[src/bsid_pkg.sv]
// ----------------------------------------------------------------------------
// Byte stream instruction decoder package
// Shared types, opcode table and addressing-mode decode for the 6502 decoder.
// ----------------------------------------------------------------------------
package bsid_pkg;

  // Configuration register indexes.
  localparam int CFG_INDEX_W = 1;
  localparam logic [CFG_INDEX_W-1:0] REG_WINDOW_START = 1'b0;
  localparam logic [CFG_INDEX_W-1:0] REG_WINDOW_SIZE  = 1'b1;
  localparam logic [16:0] WINDOW_SIZE_RESET = 17'h10000;

  // Operation numbers that the decoder treats specially.
  localparam logic [6:0] OP_BRK  = 7'd0;
  localparam logic [6:0] OP_JSR  = 7'd1;
  localparam logic [6:0] OP_RTI  = 7'd2;
  localparam logic [6:0] OP_RTS  = 7'd3;
  localparam logic [6:0] OP_JMP  = 7'd4;
  localparam logic [6:0] OP_LDA  = 7'd53;
  localparam logic [6:0] OP_STA  = 7'd54;
  localparam logic [6:0] OP_LDX  = 7'd55;
  localparam logic [6:0] OP_STX  = 7'd56;
  localparam logic [6:0] OP_LDY  = 7'd57;
  localparam logic [6:0] OP_STY  = 7'd58;
  localparam logic [6:0] OP_NONE = 7'd74;

  // Opcode bytes that pick an addressing mode of their own.
  localparam logic [7:0] OPC_JSR     = 8'h20;
  localparam logic [7:0] OPC_JMP_IND = 8'h6c;
  localparam logic [7:0] OPC_STX_ZPY = 8'h96;
  localparam logic [7:0] OPC_LDX_ZPY = 8'hb6;
  localparam logic [7:0] OPC_SAX_ZPY = 8'h97;
  localparam logic [7:0] OPC_LAX_ZPY = 8'hb7;
  localparam logic [7:0] OPC_SHX_ABY = 8'h9e;
  localparam logic [7:0] OPC_LDX_ABY = 8'hbe;
  localparam logic [7:0] OPC_AHX_ABY = 8'h9f;
  localparam logic [7:0] OPC_LAX_ABY = 8'hbf;

  typedef enum logic [3:0] {
    MODE_IMP = 4'd0,
    MODE_IMM = 4'd1,
    MODE_ABS = 4'd2,
    MODE_REL = 4'd3,
    MODE_ZP  = 4'd4,
    MODE_ZPX = 4'd5,
    MODE_ZPY = 4'd6,
    MODE_ABX = 4'd7,
    MODE_ABY = 4'd8,
    MODE_IZX = 4'd9,
    MODE_IZY = 4'd10,
    MODE_IND = 4'd11
  } mode_t;

  typedef enum logic [2:0] {
    FLOW_CONTINUE = 3'd0,
    FLOW_STOP     = 3'd1,
    FLOW_CALL     = 3'd2,
    FLOW_JUMP_ABS = 3'd3,
    FLOW_JUMP_IND = 3'd4,
    FLOW_BRANCH   = 3'd5
  } flow_t;

  // A complete instruction handed from the byte sequencer to the classifier.
  typedef struct packed {
    logic [7:0]  opcode;
    logic [15:0] operand;
    logic [15:0] after;
    logic [15:0] opaddr;
  } item_t;

  // One decoded instruction record.
  typedef struct packed {
    logic [15:0] instr_address;
    logic [6:0]  operation;
    logic [3:0]  addr_mode;
    logic [15:0] operand_value;
    logic [2:0]  flow_kind;
    logic [15:0] target_address;
    logic        target_outside;
    logic        external_load;
    logic        external_store;
  } result_t;

  // Operation number for each opcode byte.
  localparam logic [6:0] OP_TABLE [256] = '{
    7'd0,7'd38,7'd74,7'd34,7'd59,7'd38,7'd45,7'd34,
    7'd26,7'd38,7'd45,7'd64,7'd59,7'd38,7'd45,7'd34,
    7'd5,7'd38,7'd74,7'd34,7'd59,7'd38,7'd45,7'd34,
    7'd27,7'd38,7'd59,7'd34,7'd59,7'd38,7'd45,7'd34,
    7'd1,7'd39,7'd74,7'd35,7'd41,7'd39,7'd46,7'd35,
    7'd25,7'd39,7'd46,7'd64,7'd41,7'd39,7'd46,7'd35,
    7'd6,7'd39,7'd74,7'd35,7'd59,7'd39,7'd46,7'd35,
    7'd28,7'd39,7'd59,7'd35,7'd59,7'd39,7'd46,7'd35,
    7'd2,7'd40,7'd74,7'd36,7'd59,7'd40,7'd47,7'd36,
    7'd24,7'd40,7'd47,7'd65,7'd4,7'd40,7'd47,7'd36,
    7'd7,7'd40,7'd74,7'd36,7'd59,7'd40,7'd47,7'd36,
    7'd31,7'd40,7'd59,7'd36,7'd59,7'd40,7'd47,7'd36,
    7'd3,7'd42,7'd74,7'd37,7'd59,7'd42,7'd48,7'd37,
    7'd23,7'd42,7'd48,7'd66,7'd4,7'd42,7'd48,7'd37,
    7'd8,7'd42,7'd74,7'd37,7'd59,7'd42,7'd48,7'd37,
    7'd32,7'd42,7'd59,7'd37,7'd59,7'd42,7'd48,7'd37,
    7'd59,7'd54,7'd59,7'd60,7'd58,7'd54,7'd56,7'd60,
    7'd14,7'd59,7'd18,7'd67,7'd58,7'd54,7'd56,7'd60,
    7'd9,7'd54,7'd74,7'd69,7'd58,7'd54,7'd56,7'd60,
    7'd20,7'd54,7'd22,7'd72,7'd70,7'd54,7'd71,7'd69,
    7'd57,7'd53,7'd55,7'd61,7'd57,7'd53,7'd55,7'd61,
    7'd19,7'd53,7'd17,7'd61,7'd57,7'd53,7'd55,7'd61,
    7'd10,7'd53,7'd74,7'd61,7'd57,7'd53,7'd55,7'd61,
    7'd33,7'd53,7'd21,7'd73,7'd57,7'd53,7'd55,7'd61,
    7'd50,7'd43,7'd59,7'd62,7'd50,7'd43,7'd51,7'd62,
    7'd16,7'd43,7'd13,7'd68,7'd50,7'd43,7'd51,7'd62,
    7'd11,7'd43,7'd74,7'd62,7'd59,7'd43,7'd51,7'd62,
    7'd29,7'd43,7'd59,7'd62,7'd59,7'd43,7'd51,7'd62,
    7'd49,7'd44,7'd59,7'd63,7'd49,7'd44,7'd52,7'd63,
    7'd15,7'd44,7'd59,7'd44,7'd49,7'd44,7'd52,7'd63,
    7'd12,7'd44,7'd74,7'd63,7'd59,7'd44,7'd52,7'd63,
    7'd30,7'd44,7'd59,7'd63,7'd59,7'd44,7'd52,7'd63
  };

  // Addressing mode of an opcode byte, mostly set by its low five bits.
  function automatic mode_t mode_of(input logic [7:0] op);
    mode_t m;
    case (op[4:0])
      5'h00: begin
        if (op[7]) m = MODE_IMM;
        else if (op == OPC_JSR) m = MODE_ABS;
        else m = MODE_IMP;
      end
      5'h08, 5'h18, 5'h0a, 5'h1a, 5'h12: m = MODE_IMP;
      5'h10: m = MODE_REL;
      5'h01, 5'h03: m = MODE_IZX;
      5'h02, 5'h09, 5'h0b: m = MODE_IMM;
      5'h04, 5'h05, 5'h06, 5'h07: m = MODE_ZP;
      5'h0c, 5'h0d, 5'h0e, 5'h0f: m = (op == OPC_JMP_IND) ? MODE_IND : MODE_ABS;
      5'h11, 5'h13: m = MODE_IZY;
      5'h14, 5'h15, 5'h16, 5'h17: begin
        if (op == OPC_STX_ZPY || op == OPC_LDX_ZPY || op == OPC_SAX_ZPY ||
            op == OPC_LAX_ZPY) m = MODE_ZPY;
        else m = MODE_ZPX;
      end
      5'h19, 5'h1b: m = MODE_ABY;
      default: begin
        if (op == OPC_SHX_ABY || op == OPC_LDX_ABY || op == OPC_AHX_ABY ||
            op == OPC_LAX_ABY) m = MODE_ABY;
        else m = MODE_ABX;
      end
    endcase
    return m;
  endfunction

  // Number of operand bytes that follow the opcode.
  function automatic logic [1:0] length_of(input mode_t m);
    logic [1:0] n;
    case (m)
      MODE_IMP: n = 2'd0;
      MODE_ABS, MODE_ABX, MODE_ABY, MODE_IND: n = 2'd2;
      default: n = 2'd1;
    endcase
    return n;
  endfunction

endpackage

[src/bsid_in_if.sv]
// ----------------------------------------------------------------------------
// Program byte channel
// Valid/ready channel that carries one program byte per transfer.
// ----------------------------------------------------------------------------
interface bsid_in_if;
  logic        valid;
  logic        ready;
  logic [7:0]  byte_value;
  logic        restart;
  logic [15:0] begin_address;

  modport source (output valid, output byte_value, output restart,
                  output begin_address, input ready);
  modport sink (input valid, input byte_value, input restart,
                input begin_address, output ready);
endinterface

[src/bsid_out_if.sv]
// ----------------------------------------------------------------------------
// Instruction record channel
// Valid/ready channel that carries one decoded instruction per transfer.
// ----------------------------------------------------------------------------
interface bsid_out_if;
  logic        valid;
  logic        ready;
  logic [15:0] instr_address;
  logic [6:0]  operation;
  logic [3:0]  addr_mode;
  logic [15:0] operand_value;
  logic [2:0]  flow_kind;
  logic [15:0] target_address;
  logic        target_outside;
  logic        external_load;
  logic        external_store;

  modport source (output valid, output instr_address, output operation,
                  output addr_mode, output operand_value, output flow_kind,
                  output target_address, output target_outside,
                  output external_load, output external_store, input ready);
  modport sink (input valid, input instr_address, input operation,
                input addr_mode, input operand_value, input flow_kind,
                input target_address, input target_outside,
                input external_load, input external_store, output ready);
endinterface

[src/bsid_cfg_if.sv]
// ----------------------------------------------------------------------------
// Configuration write channel
// Valid/ready channel that writes one configuration register per transfer.
// ----------------------------------------------------------------------------
interface bsid_cfg_if;
  logic        valid;
  logic        ready;
  logic [0:0]  index;
  logic [16:0] data;

  modport source (output valid, output index, output data, input ready);
  modport sink (input valid, input index, input data, output ready);
endinterface

[src/bsid_classify.sv]
// ----------------------------------------------------------------------------
// Instruction classifier
// Turns a complete instruction into its record: operation, mode, flow kind,
// destination and the memory window checks.
// ----------------------------------------------------------------------------
module bsid_classify (
  input  bsid_pkg::item_t   item,
  input  logic [15:0]       window_start,
  input  logic [16:0]       window_size,
  output bsid_pkg::result_t result
);

  logic [6:0]         op;
  bsid_pkg::mode_t    mode;
  bsid_pkg::flow_t    kind;
  logic [15:0]        target;
  logic [15:0]        branch_target;
  logic [17:0]        window_end;
  logic               target_out;
  logic               operand_out;
  logic               is_load;
  logic               is_store;

  // Opcode table and mode decode.
  assign op   = bsid_pkg::OP_TABLE[item.opcode];
  assign mode = bsid_pkg::mode_of(item.opcode);

  // Branch destination: address after the instruction plus the signed offset.
  assign branch_target = item.after + {{8{item.operand[7]}}, item.operand[7:0]};

  // Flow kind and destination.
  always_comb begin
    kind   = bsid_pkg::FLOW_CONTINUE;
    target = 16'h0000;
    if (op == bsid_pkg::OP_BRK || op == bsid_pkg::OP_RTI || op == bsid_pkg::OP_RTS) begin
      kind = bsid_pkg::FLOW_STOP;
    end else if (op == bsid_pkg::OP_JSR) begin
      kind   = bsid_pkg::FLOW_CALL;
      target = item.operand;
    end else if (op == bsid_pkg::OP_JMP) begin
      if (mode == bsid_pkg::MODE_ABS) begin
        kind   = bsid_pkg::FLOW_JUMP_ABS;
        target = item.operand;
      end else begin
        kind = bsid_pkg::FLOW_JUMP_IND;
      end
    end else if (mode == bsid_pkg::MODE_REL) begin
      kind   = bsid_pkg::FLOW_BRANCH;
      target = branch_target;
    end
  end

  // Window checks; the upper bound does not wrap.
  assign window_end  = {2'b00, window_start} + {1'b0, window_size};
  assign target_out  = (target < window_start) || ({2'b00, target} >= window_end);
  assign operand_out = (item.operand < window_start) ||
                       ({2'b00, item.operand} >= window_end);

  assign is_load  = (op == bsid_pkg::OP_LDA) || (op == bsid_pkg::OP_LDX) ||
                    (op == bsid_pkg::OP_LDY);
  assign is_store = (op == bsid_pkg::OP_STA) || (op == bsid_pkg::OP_STX) ||
                    (op == bsid_pkg::OP_STY);

  // Assemble the record.
  always_comb begin
    result.instr_address  = item.opaddr;
    result.operation      = op;
    result.addr_mode      = mode;
    result.operand_value  = item.operand;
    result.flow_kind      = kind;
    result.target_address = target;
    result.target_outside = target_out && (kind == bsid_pkg::FLOW_CALL ||
                                           kind == bsid_pkg::FLOW_JUMP_ABS ||
                                           kind == bsid_pkg::FLOW_BRANCH);
    result.external_load  = (mode == bsid_pkg::MODE_ABS) && operand_out && is_load;
    result.external_store = (mode == bsid_pkg::MODE_ABS) && operand_out && is_store;
  end

endmodule

[src/byte_stream_instruction_decoder.sv]
// ----------------------------------------------------------------------------
// Byte stream instruction decoder
// Streaming 6502 decoder: program bytes in, one record per instruction out.
// ----------------------------------------------------------------------------
// Usage:
//   in_ch carries one program byte per transfer. With restart set, the byte
//   is an opcode at begin_address and any partial instruction is dropped;
//   otherwise its address is one past the previous byte's.
//   out_ch carries one record per complete instruction, sent after its last
//   byte (opcode for implied mode, else the last operand byte).
//   cfg_ch writes the memory window (index 0 start, index 1 size); it is
//   always ready and must be written only while the decoder is idle.
// Timing:
//   One byte per cycle is accepted while in_ch is ready. After the transfer
//   of its last byte, a record is taken by the sequencer register and then
//   by the output register behind the classifier before it is offered on out_ch.
// Reset and stalls:
//   Reset empties both registers, clears the sequencer and opens the window
//   over all 64K. While out_ch is stalled, one more record can wait in the
//   sequencer register; after that in_ch drops ready.
// ----------------------------------------------------------------------------
module byte_stream_instruction_decoder (
  input  logic              clk,
  input  logic              rst_n,
  bsid_in_if.sink           in_ch,
  bsid_out_if.source        out_ch,
  bsid_cfg_if.sink          cfg_ch
);

  logic [15:0]       window_start_r;
  logic [16:0]       window_size_r;

  logic [1:0]        pending_r, pending_nxt;
  logic [7:0]        held_opcode_r, held_opcode_nxt;
  logic [7:0]        low_byte_r, low_byte_nxt;
  logic [15:0]       opaddr_r, opaddr_nxt;
  logic [15:0]       next_addr_r, next_addr_nxt;

  bsid_pkg::item_t   item_r, item_nxt;
  logic              item_valid_r;
  logic              emit;

  bsid_pkg::result_t result;
  bsid_pkg::result_t out_r;
  logic              out_valid_r;

  logic              in_xfer;
  logic              advance;
  logic [15:0]       addr;
  logic [1:0]        pending_eff;
  logic [15:0]       offset;
  logic              in_window;
  logic [1:0]        opcode_len;
  logic              held_two;

  // Pipeline flow control.
  assign advance     = !out_valid_r || out_ch.ready;
  assign in_ch.ready = !item_valid_r || advance;
  assign in_xfer     = in_ch.valid && in_ch.ready;

  // Address of the incoming byte and its window check.
  assign addr        = in_ch.restart ? in_ch.begin_address : next_addr_r;
  assign pending_eff = in_ch.restart ? 2'd0 : pending_r;
  assign offset      = addr - window_start_r;
  assign in_window   = {1'b0, offset} < window_size_r;
  assign opcode_len  = bsid_pkg::length_of(bsid_pkg::mode_of(in_ch.byte_value));
  assign held_two    = bsid_pkg::length_of(bsid_pkg::mode_of(held_opcode_r)) == 2'd2;

  // Byte sequencer: gather opcode and operand bytes.
  always_comb begin
    pending_nxt     = pending_r;
    held_opcode_nxt = held_opcode_r;
    low_byte_nxt    = low_byte_r;
    opaddr_nxt      = opaddr_r;
    next_addr_nxt   = next_addr_r;
    emit            = 1'b0;
    item_nxt.opcode  = held_opcode_r;
    item_nxt.operand = 16'h0000;
    item_nxt.after   = addr + 16'd1;
    item_nxt.opaddr  = opaddr_r;
    if (in_xfer) begin
      next_addr_nxt = addr + 16'd1;
      if (!in_window) begin
        pending_nxt = 2'd0;
      end else if (pending_eff == 2'd2) begin
        low_byte_nxt = in_ch.byte_value;
        pending_nxt  = 2'd1;
      end else if (pending_eff == 2'd1) begin
        pending_nxt = 2'd0;
        emit        = 1'b1;
        item_nxt.operand = held_two ? {in_ch.byte_value, low_byte_r}
                                    : {8'h00, in_ch.byte_value};
      end else begin
        held_opcode_nxt = in_ch.byte_value;
        opaddr_nxt      = addr;
        pending_nxt     = opcode_len;
        emit            = (opcode_len == 2'd0);
        item_nxt.opcode = in_ch.byte_value;
        item_nxt.opaddr = addr;
      end
    end
  end

  // Control registers: sequencer state, valid flags and configuration.
  always_ff @(posedge clk) begin
    if (!rst_n) begin
      pending_r      <= 2'd0;
      held_opcode_r  <= 8'h00;
      low_byte_r     <= 8'h00;
      opaddr_r       <= 16'h0000;
      next_addr_r    <= 16'h0000;
      item_valid_r   <= 1'b0;
      out_valid_r    <= 1'b0;
      window_start_r <= 16'h0000;
      window_size_r  <= bsid_pkg::WINDOW_SIZE_RESET;
    end else begin
      pending_r     <= pending_nxt;
      held_opcode_r <= held_opcode_nxt;
      low_byte_r    <= low_byte_nxt;
      opaddr_r      <= opaddr_nxt;
      next_addr_r   <= next_addr_nxt;
      if (in_xfer) begin
        item_valid_r <= emit;
      end else if (advance) begin
        item_valid_r <= 1'b0;
      end
      if (advance) begin
        out_valid_r <= item_valid_r;
      end
      if (cfg_ch.valid) begin
        case (cfg_ch.index)
          bsid_pkg::REG_WINDOW_START: window_start_r <= cfg_ch.data[15:0];
          bsid_pkg::REG_WINDOW_SIZE:  window_size_r  <= cfg_ch.data;
          default: ;
        endcase
      end
    end
  end

  // Payload registers.
  always_ff @(posedge clk) begin
    if (in_xfer && emit) begin
      item_r <= item_nxt;
    end
    if (advance && item_valid_r) begin
      out_r <= result;
    end
  end

  // Record decode between the sequencer and the output register.
  bsid_classify u_classify (
    .item         (item_r),
    .window_start (window_start_r),
    .window_size  (window_size_r),
    .result       (result)
  );

  // Port drive.
  assign cfg_ch.ready          = 1'b1;
  assign out_ch.valid          = out_valid_r;
  assign out_ch.instr_address  = out_r.instr_address;
  assign out_ch.operation      = out_r.operation;
  assign out_ch.addr_mode      = out_r.addr_mode;
  assign out_ch.operand_value  = out_r.operand_value;
  assign out_ch.flow_kind      = out_r.flow_kind;
  assign out_ch.target_address = out_r.target_address;
  assign out_ch.target_outside = out_r.target_outside;
  assign out_ch.external_load  = out_r.external_load;
  assign out_ch.external_store = out_r.external_store;

endmodule
[src/flat_wrapper.sv]
// flat-port wrapper written by rule: the top's interface ports become plain ports
module byte_stream_instruction_decoder_flat 
  (clk, rst_n, in_ch_valid, in_ch_byte_value, in_ch_restart, in_ch_begin_address, in_ch_ready, out_ch_valid, out_ch_instr_address, out_ch_operation, out_ch_addr_mode, out_ch_operand_value, out_ch_flow_kind, out_ch_target_address, out_ch_target_outside, out_ch_external_load, out_ch_external_store, out_ch_ready, cfg_ch_valid, cfg_ch_index, cfg_ch_data, cfg_ch_ready);
  bsid_in_if in_ch_i ();
  bsid_out_if out_ch_i ();
  bsid_cfg_if cfg_ch_i ();
  input  logic clk;
  input  logic rst_n;
  input wire logic [$bits(in_ch_i.valid)-1:0] in_ch_valid;
  input wire logic [$bits(in_ch_i.byte_value)-1:0] in_ch_byte_value;
  input wire logic [$bits(in_ch_i.restart)-1:0] in_ch_restart;
  input wire logic [$bits(in_ch_i.begin_address)-1:0] in_ch_begin_address;
  output wire logic [$bits(in_ch_i.ready)-1:0] in_ch_ready;
  output wire logic [$bits(out_ch_i.valid)-1:0] out_ch_valid;
  output wire logic [$bits(out_ch_i.instr_address)-1:0] out_ch_instr_address;
  output wire logic [$bits(out_ch_i.operation)-1:0] out_ch_operation;
  output wire logic [$bits(out_ch_i.addr_mode)-1:0] out_ch_addr_mode;
  output wire logic [$bits(out_ch_i.operand_value)-1:0] out_ch_operand_value;
  output wire logic [$bits(out_ch_i.flow_kind)-1:0] out_ch_flow_kind;
  output wire logic [$bits(out_ch_i.target_address)-1:0] out_ch_target_address;
  output wire logic [$bits(out_ch_i.target_outside)-1:0] out_ch_target_outside;
  output wire logic [$bits(out_ch_i.external_load)-1:0] out_ch_external_load;
  output wire logic [$bits(out_ch_i.external_store)-1:0] out_ch_external_store;
  input wire logic [$bits(out_ch_i.ready)-1:0] out_ch_ready;
  input wire logic [$bits(cfg_ch_i.valid)-1:0] cfg_ch_valid;
  input wire logic [$bits(cfg_ch_i.index)-1:0] cfg_ch_index;
  input wire logic [$bits(cfg_ch_i.data)-1:0] cfg_ch_data;
  output wire logic [$bits(cfg_ch_i.ready)-1:0] cfg_ch_ready;
  assign in_ch_i.valid = in_ch_valid;
  assign in_ch_i.byte_value = in_ch_byte_value;
  assign in_ch_i.restart = in_ch_restart;
  assign in_ch_i.begin_address = in_ch_begin_address;
  assign in_ch_ready = in_ch_i.ready;
  assign out_ch_valid = out_ch_i.valid;
  assign out_ch_instr_address = out_ch_i.instr_address;
  assign out_ch_operation = out_ch_i.operation;
  assign out_ch_addr_mode = out_ch_i.addr_mode;
  assign out_ch_operand_value = out_ch_i.operand_value;
  assign out_ch_flow_kind = out_ch_i.flow_kind;
  assign out_ch_target_address = out_ch_i.target_address;
  assign out_ch_target_outside = out_ch_i.target_outside;
  assign out_ch_external_load = out_ch_i.external_load;
  assign out_ch_external_store = out_ch_i.external_store;
  assign out_ch_i.ready = out_ch_ready;
  assign cfg_ch_i.valid = cfg_ch_valid;
  assign cfg_ch_i.index = cfg_ch_index;
  assign cfg_ch_i.data = cfg_ch_data;
  assign cfg_ch_ready = cfg_ch_i.ready;
  byte_stream_instruction_decoder u_core (.clk(clk), .rst_n(rst_n), .in_ch(in_ch_i), .out_ch(out_ch_i), .cfg_ch(cfg_ch_i));
endmodule
[config.mk]
export PLATFORM = sky130hd
export DESIGN_NAME = byte_stream_instruction_decoder_flat
export DESIGN_NICKNAME = d
export VERILOG_FILES = /design/src/bsid_pkg.sv /design/src/bsid_in_if.sv /design/src/bsid_out_if.sv /design/src/bsid_cfg_if.sv /design/src/bsid_classify.sv /design/src/byte_stream_instruction_decoder.sv /design/src/flat_wrapper.sv
export SDC_FILE = /design/constraint.sdc
export NUM_CORES = 1
export LEC_CHECK = 0
export BUFFER_PORTS_ARGS = -buffer_cell sky130_fd_sc_hd__buf_2
export CAP_MARGIN = 5
export CORE_UTILIZATION = 41
export DETAILED_ROUTE_END_ITERATION = 8
export GPL_TIMING_DRIVEN = 0
export PLACE_DENSITY = 0.7
export SLEW_MARGIN = 20
export SYNTH_ARGS = -nofsm -noshare
export SYNTH_HDL_FRONTEND = slang
export SYNTH_HIERARCHICAL = 1
export SYNTH_SLANG_ARGS = --single-unit
[constraint.sdc]
create_clock -name clk -period 9.98 [get_ports clk]
set_input_delay 0.499 -clock clk [delete_from_list [all_inputs] [get_ports clk]]
set_output_delay 0.499 -clock clk [all_outputs]
set_load 0.02 [all_outputs]
**Word level (Yosys, flattened, before mapping)**

Memories as Yosys holds them, arrays and structs flattened.
Index checks and enable logic that the tools add are counted.

- Bitwise logic cells: 7
- Add/sub/neg operators: 4
- Magnitude comparators: 6
- Mux-type cells: 53
- Equal/unequal tests: 137
- Reductions and logical operators: 79

Operators by type and width:

| operator | number |
|---|---|
| 8-bit equality test (second input constant) | 24 |
| 16-bit 2-to-1 mux | 12 |
| 5-bit equality test (second input constant) | 36 |
| 5-bit by 4-bit equality test with 1-bit output (second input constant) | 24 |
| 4-bit one-hot mux with 10 select lines | 3 |
| 24-bit 2-to-1 mux | 3 |
| 5-bit by 3-bit equality test with 1-bit output (second input constant) | 12 |
| 4-bit OR reduction | 12 |
| 7-bit by 6-bit equality test with 1-bit output (second input constant) | 6 |
| 16-bit by 18-bit >= comparator with 1-bit output | 2 |
| 16-bit less-than comparator | 2 |
| 4-bit 2-to-1 mux | 8 |
| 5-bit by 2-bit equality test with 1-bit output (second input constant) | 6 |
| 1-bit logical OR | 30 |
| 8-bit by 6-bit equality test with 1-bit output (second input constant) | 3 |
| 8-bit by 7-bit equality test with 1-bit output (second input constant) | 3 |
| 2-bit 2-to-1 mux | 11 |
| 5-bit OR reduction | 4 |
| 16-bit by 17-bit adder with 18-bit output | 1 |
| 2-bit OR reduction | 9 |
| 16-bit by 17-bit less-than comparator with 1-bit output | 1 |
| 16-bit by 1-bit adder with 16-bit output (second input constant) | 1 |
| 16-bit adder | 1 |
| 4-bit by 2-bit equality test with 1-bit output (second input constant) | 4 |
| other kinds (29) | 68 |

- Logic and storage cells: 310
- Bits in registers: 206
- ROM bits: 1792
- Output and inout port bits: 68
- Memories: 1

Memory list:

| name | words | width | read ports | clocked after Yosys merged registers in | write ports | line | RTL |
|---|---|---|---|---|---|---|---|
| (no name shown) | 256 | 7 | 1 | 0 | 0 | bsid_classify.sv:25 | `assign op = bsid_pkg::OP_TABLE[item.opcode];` |

**Longest topological paths before layout**

- Word-level depth: 15
- Mapped depth: 25

**By module**

The synthesis kept the hierarchy.

Modules (own cells, without submodules):

| module | instances | cells an instance | area an instance (um^2) | sequential area each (um^2) |
|---|---|---|---|---|
| byte_stream_instruction_decoder | 1 | 836 | 9399.0 | 5335.1 |
| bsid_classify | 1 | 703 | 5310.1 | 0.0 |

**Worst setup path before layout**

OpenSTA, ideal clock, no wires.

- Kind: input -> register
- Start: in in_ch_restart
- End: reg u_core/item_r[0] in the netlist's numbering, enable pin
- Data arrival time: 4.985 ns
- Path buffers: 1
- Cell stages on the path: 18
- Library setup time: 0.410 ns
- Path slack: 4.584 ns
- Cells stage by stage: buf_4 > mux2_2 > inv_1 > ha_1 > fa_1 > nand2b_1 > a21oi_1 > a21oi_1 > a211oi_1 > nor4_1 > a311o_1 > ha_1 > a21o_1 > a21oi_1 > o21ai_2 > nor3_1 > o21ai_0 > inv_1

- Word-level cells in the longest chain between the ends: 7

RTL lines:

| item | line | RTL |
|---|---|---|
| from (decl) | flat_wrapper.sv:11 | `input wire logic [$bits(in_ch_i.restart)-1:0] in_ch_restart;` |
| branches (longest 4 deep; another with 16-bit by 17-bit less-than comparator with 1-bit output) | n/a |  |
| 1-bit 2-to-1 mux * | byte_stream_instruction_decoder.sv:83 | `if (!in_window) begin` |
| 1-bit 2-to-1 mux * | byte_stream_instruction_decoder.sv:81 | `if (in_xfer) begin` |
| 1-bit logical AND * | byte_stream_instruction_decoder.sv:142 | `if (in_xfer && emit) begin` |
| to (signal assigned) | byte_stream_instruction_decoder.sv:143 | `item_r <= item_nxt;` |
| to (decl) | byte_stream_instruction_decoder.sv:39 | `bsid_pkg::item_t item_r, item_nxt;` |

Mark *: on every way between the ends.
A chain may end at the register's enable or synchronous reset.

==> PnR_summary.wiki <==
{| class="wikitable"
! Metric !! Value
|-
| Outcome || finished clean
|-
| Number of enable-type register cells in the synthesized netlist || 121
|-
| Port bufs || 110
|-
| Number of buffers created by CTS || 23
|-
| Count of cells resized by post-cts repair || 0
|-
| Worst Hold End || u_core/window_start_r[2]$_SDFFE_PN0P_
|-
| Post-synthesis area per instance || 9.56 µm²
|-
| Most repeated library cell on the critical path || a21o_1
|-
| Max_cap viols || 0
|-
| Count of boundary I/O pins || 116
|-
| Largest net degree at the start of global routing || 41
|-
| Netlist area before placement || 14,700 µm²
|-
| Hold_buf cts || 0
|-
| Via count of the first global-routing pass || 12.1k
|-
| Share of synthesized registers carrying an async set or reset || 0
|-
| Total setup violations reported at the end of the flow || 0
|-
| Global-route wire length before repair || 69,300 µm
|-
| Die Span Y || 191 µm
|-
| Cell-by-cell trace of the critical path || buf_6 > inv_1 > ha_1 > clkbuf_1 > a31oi_1 > a311o_1 > a221oi_2 > nor2_1 > and2_4 > a21oi_4 > buf_2 > a22o_1 > ha_1 > a21o_1 > a21o_1 > a21o_1 > a21o_1 > a21oi_1 > o21ai_0 > a2111oi_0 > o221ai_2 > nand2_1
|-
| Post CTS Setup Buffer Count || 0
|-
| Post-route DRC violation count || 0
|-
| Area share of the largest cell type after synthesis || 0.247
|-
| Clock Sinks || 206
|-
| Layout net count || 1,861
|-
| Total power after layout || 2.51 mW
|-
| Maximum operating frequency || 0.157 GHz
|-
| Placer Congestion || 0.975
|-
| Most common cell after layout, fill and taps aside || nand2_1
|-
| Hold Path Cell Cnt || 3
|-
| Total wire length || 45,500 µm
|-
| Post-detailed-route wirelength per cell || 21.1 µm
|-
| Final clock period utilization by the worst path || 0.640
|-
| Seq/Total Area, Yosys || 0.363
|-
| Pin slew with the least headroom to its limit || 0.750 ns
|-
| Post-synth net total || 1,723
|-
| Main flop type after synthesis || edfxtp_1
|-
| Final Hold Viols || 0
|-
| Slowest CP cell || edfxtp_1
|-
| Initial Util || 0.416
|-
| Largest cells by area after synthesis || edfxtp_1 25%, dfxtp_1 12%, ha_1 11%
|-
| R2R Path End || u_core/out_ch.target_outside$_DFFE_PP_
|-
| Commonest cells after routing, fill and taps aside || 152 x nand2_1, 140 x a21oi_1, 133 x ha_1
|-
| Setup tns final || 0 ns
|-
| Via count || 12.7k
|-
| Clock tree skew after final layout || 0.0239 ns
|-
| Minimum period implied by the final worst setup slack || 6.38 ns
|-
| Endpoint type of the worst setup path || flip-flop
|-
| Required time of the worst setup path || 10.37 ns
|-
| Total global routing overflow || 0
|-
| RSZ-0062 raised after global routing || no
|-
| Layout cells sized above 1 || 0.181
|-
| Clock transition time at the flip-flop clock pins of the worst setup and hold paths || 0.06 ns
|-
| Count of antenna-violating nets left after detailed routing || 0
|-
| CP bufs+invs || 4
|-
| Aggregate global-route resource usage || 0.245
|-
| Startpoint of the lowest-slack hold path || cfg_ch_data[2]
|-
| Synth cell types || 113
|-
| Area growth from synthesis to layout || 13.2%
|-
| Arrival time of the worst setup path || 6.77 ns
|-
| Delay-heaviest family, CP || compound AO/OA/AOI/OAI gates
|-
| Crit path launch type || flip-flop
|-
| Drt via density || 5.90
|-
| Clock tree from TritonCTS || built
|-
| Highest cell delay on the worst timing path || 0.56 ns
|-
| Final core utilization || 0.470
|-
| Num rows || 69
|-
| Total number of H-tree levels || 1
|-
| Die Width || 191 µm
|-
| Clock Root Buffer || clkbuf_16
|-
| Total power density per cell area || 151 nW/µm²
|-
| Pre-Repair DR Iteration Count || 7
|-
| Floorplan die area || 36,600 µm²
|-
| Initial antenna violation count || 1
|-
| Final number of max-transition violations || 0
|-
| Insertion delay to the later sink of the worst-skew pair || 0.54 ns
|-
| Post-Synthesis Cells || 1,539
|-
| Largest area contributor in the netlist || edfxtp_1
|-
| Static leakage power || 6.58 nW
|-
| Depth of the worst register-to-register path || 22
|-
| Number of violations reported at the end of detailed-routing iteration 0 || 1,170
|-
| Post-synthesis sequential element count || 206
|-
| Path type of the worst min-delay path || primary input to flip-flop
|-
| Warnings, synthesis || 6
|-
| Bufs on Longest Clock Path || 3
|-
| Half-perimeter wire length of the detailed placement result || 35,100 µm
|-
| Relative max-transition margin || 0.499
|-
| Critical R2R Launch || u_core/item_r[48]$_DFFE_PP_
|-
| Critical Path Start || u_core/item_r[48]$_DFFE_PP_
|-
| Fillers || 3,349
|-
| Seq. cell area || 5340 µm²
|-
| Peak fanout along the critical path || 10
|-
| Area used by multi-input combinational logic || 8270 µm²
|-
| Peak supply drop || 0.000109 V
|-
| Area of the core region || 35,400 µm²
|-
| Critical Setup Path Class || flip-flop to flip-flop
|-
| Worst reg-to-reg setup slack || 3.60 ns
|}
[layout make-up]
type                       count  share of cell area
buffer                       114              0.0465
multi-input combinational   1129               0.497
clock inverter                 9             0.00654
inverter                      90              0.0204
antenna                        1            0.000150
tap                          461              0.0346
clock buffer                  33              0.0374
sequential                   206               0.320
timing repair buffer         113              0.0371
[worst max-delay path by stage]
stage | end | cells past startpoint
floorplan | u_core/item_r[0]$_DFFE_PP_ | 18
global placement | u_core/item_r[16]$_DFFE_PP_ | 18
detailed placement | u_core/out_ch.target_outside$_DFFE_PP_ | 22
CTS | u_core/out_ch.target_outside$_DFFE_PP_ | 22
global route | u_core/out_ch.target_outside$_DFFE_PP_ | 22
finish | u_core/out_ch.target_outside$_DFFE_PP_ | 22
[report_power, final]
part / switching, mW / total [mW] / internal, mW
logic: 0.407 / 0.678 / 0.271
registers: 0.0376 / 0.995 / 0.957
clock network: 0.347 / 0.836 / 0.489
[state kept, by name, summed over array words and instances, names as in the netlist, 2 cells and up]
register / flops
u_core/item_r: 56
u_core/window_size_r: 17
u_core/next_addr_r: 16
u_core/opaddr_r: 16
u_core/out_ch.instr_address: 16
u_core/out_ch.operand_value: 16
u_core/out_ch.target_address: 16
u_core/window_start_r: 16
u_core/held_opcode_r: 8
u_core/low_byte_r: 8
u_core/out_ch.operation: 7
u_core/out_ch.addr_mode: 4
u_core/out_ch.flow_kind: 3
u_core/pending_r: 2
[synth_stat cells (29+ instances only)]
| cell type | count |
|---|---|
| a21o_1 | 30 |
| a21oi_1 | 140 |
| buf_4 | 47 |
| clkbuf_1 | 29 |
| dfxtp_1 | 85 |
| edfxtp_1 | 121 |
| ha_1 | 133 |
| inv_1 | 87 |
| nand2_1 | 152 |
| nand3_1 | 30 |
| nor2_1 | 53 |
| o21ai_0 | 59 |
| xnor2_1 | 39 |
[metrics by stage]
stage               cells  setup slack, ns  instance area [µm²]  hold slack [ns]
floorplan            1539             4.58                14700            0.434
global placement     2110             3.30                15800            0.443
detailed placement   2113             3.71                15900            0.450
CTS                  2155             3.69                16600            0.195
global route         2156             3.34                16600            0.205
finish               2156             3.60                16600            0.213
[metal layers]
metal | global-route usage | part of all wire
met5 | 0 | 0
met2 | 0.372 | 0.43
met4 | 0.0888 | 0.033
met1 | 0.348 | 0.45
met3 | 0.0375 | 0.090
[logic make-up after synthesis]
kind of cell	synth area share
mux	0.0345
buf+inv	0.0756
flops	0.363
compound gates	0.211
simple gates	0.166
xor+xnor	0.0327
fa+ha+maj	0.117
other cells	0.000255
[tightest hold or removal path, stage by stage]
cell and delay (ns):
buf_2 0.11, nand2_1 0.05, a21oi_1 0.05
Note: power is estimated with default switching activity, not from simulation.
